<file path="src/sv/tmcs_pkg.sv">
// shared constants for the texture mip chain size calculator
// format codes, per-format byte counts and the width of the shared multiplier
// no dependencies
package tmcs_pkg;

    localparam int MAX_DIM_DEF    = 16384;
    localparam int MAX_LEVELS_DEF = 15;

    // operand a width: a 32-bit value plus one saturation bit
    localparam int A_W = 33;

    localparam logic [3:0] FMT_DXT1 = 4'd12;
    localparam logic [3:0] FMT_DXT3 = 4'd13;
    localparam logic [3:0] FMT_DXT5 = 4'd14;
    localparam logic [3:0] FMT_ETC1 = 4'd15;

    localparam logic [A_W-1:0] SAT_LIM = 33'h1_0000_0000;

    // bytes per texel, or per 4x4 block for compressed formats
    function automatic logic [4:0] unit_bytes(input logic [3:0] fmt);
        logic [4:0] ub;
        case (fmt)
            4'd0:    ub = 5'd1;
            4'd1:    ub = 5'd2;
            4'd2:    ub = 5'd3;
            4'd3:    ub = 5'd4;
            4'd4:    ub = 5'd2;
            4'd5:    ub = 5'd4;
            4'd6:    ub = 5'd6;
            4'd7:    ub = 5'd8;
            4'd8:    ub = 5'd4;
            4'd9:    ub = 5'd8;
            4'd10:   ub = 5'd12;
            4'd11:   ub = 5'd16;
            4'd12:   ub = 5'd8;
            4'd13:   ub = 5'd16;
            4'd14:   ub = 5'd16;
            default: ub = 5'd8;
        endcase
        return ub;
    endfunction

endpackage

</file>
<file path="src/sv/tmcs_mul.sv">
// shared multiplier of the mip chain size calculator
// gives the full product and a copy saturated at 2^32
// depends on tmcs_pkg
module tmcs_mul #(
    parameter int B_W = 17
) (
    input  logic [tmcs_pkg::A_W-1:0]     i_a,
    input  logic [B_W-1:0]               i_b,
    output logic [tmcs_pkg::A_W+B_W-1:0] o_prod,
    output logic [tmcs_pkg::A_W-1:0]     o_sat
);

    localparam int P_W = tmcs_pkg::A_W + B_W;

    assign o_prod = P_W'(i_a) * P_W'(i_b);
    assign o_sat  = (o_prod >= P_W'(tmcs_pkg::SAT_LIM)) ? tmcs_pkg::SAT_LIM
                                                         : o_prod[tmcs_pkg::A_W-1:0];

endmodule

</file>
<file path="src/sv/texture_mip_chain_size_calc.sv">
// top level of the texture mip chain size calculator
// sequences one shared multiplier over the mip levels and the final products
// depends on tmcs_pkg and tmcs_mul
//
// One item at a time: after an item is accepted, the block forms one product per
// mip level in a pipelined multiply and accumulate (levels capped at MAX_LEVELS),
// then uses the same multiplier in turn for the depth and byte scaling of the
// chain size, the slice pitch and the row pitch, and then holds the result until
// it is taken. Ready is high only while no item is in work. Results above 32 bits
// read as all ones with overflow set.
module texture_mip_chain_size_calc #(
    parameter int MAX_DIM    = tmcs_pkg::MAX_DIM_DEF,
    parameter int MAX_LEVELS = tmcs_pkg::MAX_LEVELS_DEF
) (
    input  logic        i_clk,
    input  logic        i_rst_n,
    input  logic        i_valid,
    output logic        o_ready,
    input  logic [3:0]  i_format,
    input  logic [14:0] i_width,
    input  logic [14:0] i_height,
    input  logic [11:0] i_depth,
    input  logic [3:0]  i_levels,
    output logic        o_valid,
    input  logic        i_ready,
    output logic [31:0] o_total_size,
    output logic [18:0] o_row_pitch,
    output logic [31:0] o_slice_pitch,
    output logic        o_overflow
);

    localparam int DIM_W  = $clog2(MAX_DIM + 1);
    localparam int LV_W   = $clog2(MAX_LEVELS + 1);
    localparam int PROD_W = 2 * DIM_W;
    localparam int ACC_W  = 2 * DIM_W + 5;
    localparam int B_W    = (DIM_W > 12) ? DIM_W : 12;
    localparam int A_W    = tmcs_pkg::A_W;
    localparam int P_W    = A_W + B_W;

    localparam logic [3:0] S_IDLE = 4'd0;
    localparam logic [3:0] S_LVL  = 4'd1;
    localparam logic [3:0] S_MD   = 4'd2;
    localparam logic [3:0] S_MU   = 4'd3;
    localparam logic [3:0] S_MWH  = 4'd4;
    localparam logic [3:0] S_MUS  = 4'd5;
    localparam logic [3:0] S_ROW  = 4'd6;
    localparam logic [3:0] S_OUT  = 4'd7;

    logic [3:0]       r_state, n_state;
    logic [3:0]       r_fmt;
    logic [DIM_W-1:0] r_wraw, r_hraw, r_w, r_h;
    logic [11:0]      r_d;
    logic [LV_W-1:0]  r_cnt;
    logic [PROD_W-1:0] r_prod;
    logic             r_pv;
    logic [ACC_W-1:0] r_acc;
    logic [A_W-1:0]   r_t, r_s;
    logic [18:0]      r_row;

    logic [DIM_W-1:0] w_cl, h_cl;
    logic [LV_W-1:0]  lv_cl;
    logic             compressed;
    logic [4:0]       ub;
    logic [DIM_W:0]   w_up, h_up;
    logic [DIM_W-1:0] w_lv, h_lv, wq, hq;
    logic [ACC_W-1:0] term;
    logic [A_W-1:0]   acc_sat;
    logic [A_W-1:0]   mul_a;
    logic [B_W-1:0]   mul_b;
    logic [P_W-1:0]   mul_p;
    logic [A_W-1:0]   mul_s;

    assign w_cl  = (32'(i_width) > MAX_DIM) ? DIM_W'(MAX_DIM) : DIM_W'(i_width);
    assign h_cl  = (32'(i_height) > MAX_DIM) ? DIM_W'(MAX_DIM) : DIM_W'(i_height);
    assign lv_cl = (32'(i_levels) > MAX_LEVELS) ? LV_W'(MAX_LEVELS) : LV_W'(i_levels);

    assign compressed = (r_fmt >= tmcs_pkg::FMT_DXT1);
    assign ub         = tmcs_pkg::unit_bytes(r_fmt);

    assign w_up = ((DIM_W + 1)'(r_w) + (DIM_W + 1)'(3)) >> 2;
    assign h_up = ((DIM_W + 1)'(r_h) + (DIM_W + 1)'(3)) >> 2;
    assign w_lv = (compressed && r_fmt != tmcs_pkg::FMT_ETC1) ? DIM_W'(w_up) : r_w;
    assign h_lv = (compressed && r_fmt != tmcs_pkg::FMT_ETC1) ? DIM_W'(h_up) : r_h;
    assign wq   = compressed ? (r_wraw >> 2) : r_wraw;
    assign hq   = compressed ? (r_hraw >> 2) : r_hraw;

    always_comb begin
        if (r_fmt == tmcs_pkg::FMT_ETC1) begin
            term = ACC_W'(r_prod >> 1);
        end else if (compressed) begin
            term = (r_fmt == tmcs_pkg::FMT_DXT1) ? (ACC_W'(r_prod) << 3)
                                                 : (ACC_W'(r_prod) << 4);
        end else begin
            term = ACC_W'(r_prod);
        end
    end

    assign acc_sat = (64'(r_acc) > 64'(tmcs_pkg::SAT_LIM)) ? tmcs_pkg::SAT_LIM
                                                           : A_W'(r_acc);

    // operand selection for the shared multiplier
    always_comb begin
        case (r_state)
            S_LVL: begin
                mul_a = A_W'(w_lv);
                mul_b = B_W'(h_lv);
            end
            S_MD: begin
                mul_a = acc_sat;
                mul_b = B_W'(r_d);
            end
            S_MU: begin
                mul_a = r_t;
                mul_b = compressed ? B_W'(1) : B_W'(ub);
            end
            S_MWH: begin
                mul_a = A_W'(wq);
                mul_b = B_W'(hq);
            end
            S_MUS: begin
                mul_a = r_s;
                mul_b = B_W'(ub);
            end
            S_ROW: begin
                mul_a = A_W'(wq);
                mul_b = B_W'(ub);
            end
            default: begin
                mul_a = '0;
                mul_b = '0;
            end
        endcase
    end

    tmcs_mul #(
        .B_W (B_W)
    ) u_mul (
        .i_a    (mul_a),
        .i_b    (mul_b),
        .o_prod (mul_p),
        .o_sat  (mul_s)
    );

    always_comb begin
        n_state = r_state;
        case (r_state)
            S_IDLE:  if (i_valid) n_state = S_LVL;
            S_LVL:   if (r_cnt == '0 && !r_pv) n_state = S_MD;
            S_MD:    n_state = S_MU;
            S_MU:    n_state = S_MWH;
            S_MWH:   n_state = S_MUS;
            S_MUS:   n_state = S_ROW;
            S_ROW:   n_state = S_OUT;
            S_OUT:   if (i_ready) n_state = S_IDLE;
            default: n_state = S_IDLE;
        endcase
    end

    always_ff @(posedge i_clk) begin
        if (!i_rst_n) begin
            r_state <= S_IDLE;
            r_pv    <= 1'b0;
        end else begin
            r_state <= n_state;
            case (r_state)
                S_IDLE: begin
                    if (i_valid) begin
                        r_fmt  <= i_format;
                        r_wraw <= w_cl;
                        r_hraw <= h_cl;
                        r_w    <= (w_cl == '0) ? DIM_W'(1) : w_cl;
                        r_h    <= (h_cl == '0) ? DIM_W'(1) : h_cl;
                        r_d    <= (i_depth == '0) ? 12'd1 : i_depth;
                        r_cnt  <= lv_cl;
                        r_acc  <= '0;
                        r_pv   <= 1'b0;
                    end
                end
                S_LVL: begin
                    if (r_pv) begin
                        r_acc <= r_acc + term;
                    end
                    if (r_cnt != '0) begin
                        r_prod <= mul_p[PROD_W-1:0];
                        r_pv   <= 1'b1;
                        r_cnt  <= r_cnt - LV_W'(1);
                        r_w    <= r_w >> 1;
                        r_h    <= r_h >> 1;
                    end else begin
                        r_pv <= 1'b0;
                    end
                end
                S_MD:    r_t   <= mul_s;
                S_MU:    r_t   <= mul_s;
                S_MWH:   r_s   <= mul_s;
                S_MUS:   r_s   <= mul_s;
                S_ROW:   r_row <= mul_p[18:0];
                default: begin
                end
            endcase
        end
    end

    assign o_ready       = (r_state == S_IDLE);
    assign o_valid       = (r_state == S_OUT);
    assign o_total_size  = r_t[A_W-1] ? 32'hFFFF_FFFF : r_t[31:0];
    assign o_slice_pitch = r_s[A_W-1] ? 32'hFFFF_FFFF : r_s[31:0];
    assign o_row_pitch   = r_row;
    assign o_overflow    = r_t[A_W-1] | r_s[A_W-1];

endmodule
</file>
<file path="config.mk">
export PLATFORM = sky130hd
export DESIGN_NAME = texture_mip_chain_size_calc
export DESIGN_NICKNAME = d
export VERILOG_FILES = /design/src/sv/tmcs_pkg.sv /design/src/sv/tmcs_mul.sv /design/src/sv/texture_mip_chain_size_calc.sv
export SDC_FILE = /design/constraint.sdc
export NUM_CORES = 2
export LEC_CHECK = 0
export BUFFER_PORTS_ARGS = -buffer_cell sky130_fd_sc_hd__buf_4
export CAP_MARGIN = 20
export CORE_MARGIN = 2
export CORE_UTILIZATION = 40
export CTS_BUF_LIST = sky130_fd_sc_hd__clkbuf_8
export CTS_CLUSTER_SIZE = 30
export DETAILED_ROUTE_END_ITERATION = 7
export PLACE_DENSITY = 0.68
export REMOVE_ABC_BUFFERS = 1
export SLEW_MARGIN = 20
export SYNTH_ARGS = -nofsm -noshare
export SYNTH_HDL_FRONTEND = slang
export SYNTH_SLANG_ARGS = --single-unit
</file>
<file path="constraint.sdc">
create_clock -name i_clk -period 22.5 [get_ports i_clk]
set_input_delay 6.75 -clock i_clk [delete_from_list [all_inputs] [get_ports i_clk]]
set_output_delay 6.75 -clock i_clk [all_outputs]
set_load 0.02 [all_outputs]
</file>
### Word level (Yosys, flattened, before mapping)

Memory sizes are Yosys's and may differ from the RTL's. A register that Yosys moved wholly into a read port is not among the register bits.
Index checks and enable logic that the tools add are counted.

* input bits: 54
* logic and storage cells: 102
* register bits after elaboration: 235
* memories kept: 1
* bits in read-only memories: 80
* output and inout port bits: 86

Memories
* (name not given): depth 16, width 5, read ports 1, clocked after memory_dff 1, write ports 0, RTL line tmcs_pkg.sv:22 `case (fmt)`

* mux-type cells: 38
* order comparisons: 5
* bitwise gates (word level): 1
* reductions and logical operators: 23
* add/subtract/negate cells: 4
* multiply operators: 1
* equal/unequal tests: 15

Operators by type and width (number)
* $mux W15: 12
* $pmux W33 S5: 1
* $mux W35: 4
* $pmux W15 S5: 1
* $pmux W35 S2: 1
* $mux W33: 2
* $mux W32: 2
* $pmux W15 S2: 2
* $ge A48 B33 Y1 const B: 1
* $mul A33 B15 Y48: 1
* $add A35 B35 Y35: 1
* $gt A35 B33 Y1 const B: 1
* $mux W34: 1
* $add A15 B2 Y16 const B: 2
* $pmux W4 S8: 1
* $gt A15 B15 Y1 const B: 2
* $logic_not A15 Y1: 2
* $mux W4: 6
* $eq A4 B3 Y1 const B: 4
* $logic_not A12 Y1: 1
* $reduce_and A3 Y1: 3
* $eq A4 B2 Y1 const B: 2
* $eq A4 B4 Y1 const B: 2
* $logic_not A4 Y1: 2
* 18 further kinds: 30

### Logic depth before layout (Yosys ltp)

* word-level depth: 7
* mapped depth: 38
* gate-level depth less buffers: 31

### Cells and area by module

From an unflattened synthesis, not the netlist that was laid out.

* cells, all modules: 3295
* area, all modules: 30133.9 µm²

By module, submodules not included
* tmcs_mul: times used 1, area an instance 16485.8 µm², cells each 1941, sequential area each 0.0 µm²
* texture_mip_chain_size_calc: times used 1, area an instance 13648.1 µm², cells each 1354, sequential area each 7086.8 µm²

### Least setup slack after synthesis

Ideal clock, no wire load.

* path kind: input-to-reg
* from: input i_rst_n
* to: register r_acc[0], enable pin
* setup slack: 13.489 ns
* data arrival time: 8.573 ns
* setup time: 0.439 ns
* stages: 2
* data required time: 22.061 ns
* buffers on the path: 0
* cell sequence: inv_1 -> a21oi_1

* longest elaborated chain between the ends: 1

Ends and longest elaborated chain
* from (decl): RTL line texture_mip_chain_size_calc.sv:16 `input logic i_rst_n,`
* $reduce_and A4 Y1 (no source line)
* to (signal assigned): RTL line texture_mip_chain_size_calc.sv:181 `r_acc <= r_acc + term;`
* to (decl): RTL line texture_mip_chain_size_calc.sv:56 `logic [ACC_W-1:0] r_acc;`

Every way passes these cells.
A chain may end at the register's enable or synchronous reset.

### Worst setup path after layout

* from: register r_fmt[3]
* to: register r_t[32], data pin

* longest elaborated chain between the ends: 7
* elaborated cells on any way between the ends: 13
* classes of those cells: 1 x mul; 2 x order compare; 1 x eq/ne; 8 x mux; 1 x reduce/logical

Ends and longest elaborated chain
* from (decl): RTL line texture_mip_chain_size_calc.sv:50 `logic [3:0] r_fmt;`
* from (signal assigned): RTL line texture_mip_chain_size_calc.sv:168 `r_fmt <= i_format;`
* $ge A4 B4 Y1 / $ne A4 B4 Y1 (equally long branches): RTL line texture_mip_chain_size_calc.sv:77, texture_mip_chain_size_calc.sv:82, texture_mip_chain_size_calc.sv:83
* $logic_and A1 B1 Y1: RTL line texture_mip_chain_size_calc.sv:82, texture_mip_chain_size_calc.sv:83
* $mux W15, on equally long branches: RTL line texture_mip_chain_size_calc.sv:82, texture_mip_chain_size_calc.sv:83
* $pmux W33 S5 / $pmux W15 S5 (equally long branches): RTL line texture_mip_chain_size_calc.sv:103 `case (r_state)`
* $mul A33 B15 Y48 *: RTL line tmcs_mul.sv:15 `assign o_prod = P_W'(i_a) * P_W'(i_b);`
* $ge A48 B33 Y1: RTL line tmcs_mul.sv:16 `assign o_sat = (o_prod >= P_W'(tmcs_pkg::SAT_LIM)) ? tmcs_pkg::SAT_LIM`
* $mux W33 *: RTL line tmcs_mul.sv:16
* net mul_s[32]: RTL line texture_mip_chain_size_calc.sv:71 `logic [A_W-1:0] mul_s;`
* to (signal assigned): RTL line texture_mip_chain_size_calc.sv:193 `S_MD: r_t <= mul_s;`
* to (signal assigned): RTL line texture_mip_chain_size_calc.sv:194 `S_MU: r_t <= mul_s;`
* to (decl): RTL line texture_mip_chain_size_calc.sv:57 `logic [A_W-1:0] r_t, r_s;`

The timed path passes the listed nets; every way through them passes the cells marked *.

==> flow_summary.toml <==
[layout]
layout_common_cells = "482 x sky130_fd_sc_hd__nand2_1, 423 x sky130_fd_sc_hd__inv_1, 402 x sky130_fd_sc_hd__fa_1"
layout.filler_cells = 7095
net_total_in_the_final_layout = 3948
multi_input_area_um2 = 20500
instances_no_fill = 4328
layout_commonest_cell = "sky130_fd_sc_hd__nand2_1"
sequential_cell_area_in_the_final_layout_um2 = 7090
antenna_cells = 0
area_growth_pct = 10.1
drive_above_1_share_pct = 10.4

[clock_network]
clock_latency_ns = 0.59
cts_tree = "yes"
cts_post_setup_buffers_inserted = 0
clock-sinks = 239
htreeDepth = 2
clock_tree.buffer_depth = 3
cts_made_buffers = 39
ctsRootBufferMaster = "sky130_fd_sc_hd__clkbuf_8"
post_cts_resize_count = 0
path_clk_slew_ns = 0.07
postCtsHoldBufs = 0

[run]
max-cap-violations = 0

[power]
pwr_density_cell_nw_per_um2 = 87.3
static-leakage-power_uw = 0.0139
irDropWorstVdd_mv = 0.0566

[yosys]
synth_edf_count = 230
synth_cell_type_count = 83
post-synth-top-area-cell = "sky130_fd_sc_hd__fa_1"
synth_seq_cells = 239
mappedNetlistArea_um2 = 29600
synth_seq_area_share_pct = 24.0
ys_dominant_reg_cell = "sky130_fd_sc_hd__edfxtp_1"
yosys_warnings = 0
yosys.area.top_type_share_pct = 27.2
yosys-top-cells-area = "sky130_fd_sc_hd__fa_1 27%, sky130_fd_sc_hd__edfxtp_1 23%, sky130_fd_sc_hd__ha_1 6.3%, sky130_fd_sc_hd__nand2_1 6.1%, sky130_fd_sc_hd__inv_1 5.2%"
share_of_flip_flops_with_an_asynchronous_set_or_reset_after_synthesis_pct = 0
synth_cells = 3251
syn_avg_cell_area_um2 = 9.10

[grt]
globalRoute.totalOverflow = 0
grt_antenna_before_repair = 3
grt_first_pass_wirelength_mm = 149
global_route.usage.total_pct = 25.8
grt_start_max_net_pins = 65
grt_pass1_vias = 24800

[outcome]
failed_checks = "DRC"
outcome = "complete, but fails checks"

[routing]
postRouteWirelength_mm = 97.6
drcViolationCount = 7
vias_per_cell = 5.79
drt_pass1_iterations = 7
wl_per_cell_um = 22.6
vias = 25100
first_iter_violations = 2515
detail-route-antenna-nets = 0

[die]
fp.dieArea_um2 = 76100
design.core.area_um2 = 73100
io_pins = 140
initial_utilization_pct = 40.5
std_cell_rows = 99
floorplan.die.width_um = 276
fp.dieH_um = 276

[setup_path]
arr_time_crit_path_ns = 10.80
critical_path_class = "reg -> reg"
critical_path_peak_fanout = 62
depth_of_the_worst_register_to_register_path = 24
critPathRequiredTime_ns = 22.80
worst-r2r-setup-slack_ns = 12.00
timing.critical_path.from_type = "register"
worstSetupEndpointType = "register"

[sta]
finalSetupViolCount = 0
min_period_ns = 10.50
timing.final.hold_violations = 0
maxClockFrequency_mhz = 95.3
timing.slew.headroom_pct = 28.4
final_min_period_over_clock_period_pct = 46.7
worst_hold_slack_ns = 0.474
tns_ns = 0
postLayoutSetupSlackWorst_ns = 12.00
slew_viol_final = 0
worst-slew-pin-transition_ns = 1.07
unrepaired_setup_endpoints_after_global_routing = "false"
clock_tree_skew_after_final_layout_ns = 0.0353

[placement]
number_of_buffer_cells_added_on_primary_ports = 139
routabilityCongestion = 0.961
dp.final_hpwl_mm = 75.7
post-place-ws_ns = 12.28
placedCellCount = 4260

[hold_path]
hold_path_depth = 2
hold_class = "reg -> reg"
==> cell families (layout without fill, tap and decap cells) <==
kind of cell / Yosys count / in the layout / synth area share (%)
compound gates: 620 / 620 / 13.6
xor+xnor: 60 / 60 / 1.78
fa+ha+maj: 552 / 552 / 33.5
buf+inv: 602 / 668 / 7.87
flops: 239 / 239 / 24.0
mux: 50 / 50 / 1.72
other cells: 2 / 54 / 0.0254
simple gates: 1126 / 1126 / 17.5
==> flip-flops by register name, indices dropped and copies added (netlist names) <==
register     count
r_prod          30
r_fmt            4
r_d             12
ub               5
r_acc           35
r_hraw          15
r_state          3
r_t             33
r_s             33
r_wraw          15
o_row_pitch     19
r_h             15
r_cnt            4
r_pv             1
r_w             15
==> final timing paths <==
kind	startpoint	endpoint
worst min register to register	r_pv$_SDFFE_PN0P_	r_pv$_SDFFE_PN0P_
worst min-delay path	r_pv$_SDFFE_PN0P_	r_pv$_SDFFE_PN0P_
worst max-delay path	r_fmt[3]$_DFFE_PP_	r_t[32]$_DFFE_PP_
worst max register to register	r_fmt[3]$_DFFE_PP_	r_t[32]$_DFFE_PP_
==> cells in the mapped netlist (31+ instances only) <==
cell                       count
sky130_fd_sc_hd__nand2_1     483
sky130_fd_sc_hd__inv_1       411
sky130_fd_sc_hd__fa_1        402
sky130_fd_sc_hd__edfxtp_1    230
sky130_fd_sc_hd__nor2_1      228
sky130_fd_sc_hd__a21oi_1     167
sky130_fd_sc_hd__clkbuf_1    157
sky130_fd_sc_hd__ha_1        148
sky130_fd_sc_hd__o21ai_0     134
sky130_fd_sc_hd__nand3_1      82
sky130_fd_sc_hd__or2_2        69
sky130_fd_sc_hd__nor3_1       59
sky130_fd_sc_hd__nor2b_1      47
sky130_fd_sc_hd__mux2i_1      43
sky130_fd_sc_hd__a21o_1       33
sky130_fd_sc_hd__xnor2_1      33
sky130_fd_sc_hd__and2_1       31
sky130_fd_sc_hd__o22ai_1      31
==> cell type report <==
| type | count | share of cell area [%] |
|---|---|---|
| clock buffer | 39 | 1.65 |
| clock inverter | 27 | 0.672 |
| inverter | 411 | 4.74 |
| multi-input combinational | 2462 | 63.0 |
| sequential | 239 | 21.8 |
| tap | 959 | 3.68 |
| timing repair buffer | 191 | 4.53 |
==> critical path: stages (launching register included) <==
cell and delay, ns:
sky130_fd_sc_hd__edfxtp_1 0.38, sky130_fd_sc_hd__and2_2 0.15, sky130_fd_sc_hd__buf_4 0.57, sky130_fd_sc_hd__nand2_1 0.78, sky130_fd_sc_hd__o21ai_0 0.56, sky130_fd_sc_hd__a221o_1 0.90, sky130_fd_sc_hd__nand2_1 0.15, sky130_fd_sc_hd__fa_1 0.52
sky130_fd_sc_hd__inv_1 0.05, sky130_fd_sc_hd__fa_1 0.62, sky130_fd_sc_hd__fa_1 0.46, sky130_fd_sc_hd__fa_1 0.51, sky130_fd_sc_hd__fa_1 0.44, sky130_fd_sc_hd__fa_1 0.55, sky130_fd_sc_hd__ha_1 0.43, sky130_fd_sc_hd__a21oi_1 0.23
sky130_fd_sc_hd__o21ai_0 0.31, sky130_fd_sc_hd__a2111oi_0 0.50, sky130_fd_sc_hd__o211ai_1 0.22, sky130_fd_sc_hd__and2_1 0.25, sky130_fd_sc_hd__a21oi_1 0.32, sky130_fd_sc_hd__o21ai_0 0.32, sky130_fd_sc_hd__xor2_4 0.23, sky130_fd_sc_hd__buf_4 0.30
sky130_fd_sc_hd__or3_1 0.41
==> stage by stage <==
stage                     util [%]  total power, uW  area [um2]
after detailed placement      43.5             2380       31800
after CTS                     44.5             2780       32500
after global routing          44.6             3020       32600
after floorplan                  -             1750       29000
after global placement        43.5             2370       31800
final                         44.6             2840       32600
==> metal layers <==
metal	GRT usage [%]	vias to the layer above	wire, um
li1	-	11100	-
met3	6.50	227	10600
met2	38.9	1312	42200
met1	35.9	12400	40600
met4	9.83	4	4160
met5	0	-	21
==> power breakdown <==
group          switching [uW]  leakage, uW  internal, uW  total [uW]
clock                     189     0.000430           207         396
sequential               63.9      0.00225           583         647
combinational            1230       0.0112           572        1800
Note: power is estimated with default switching activity, not from simulation.
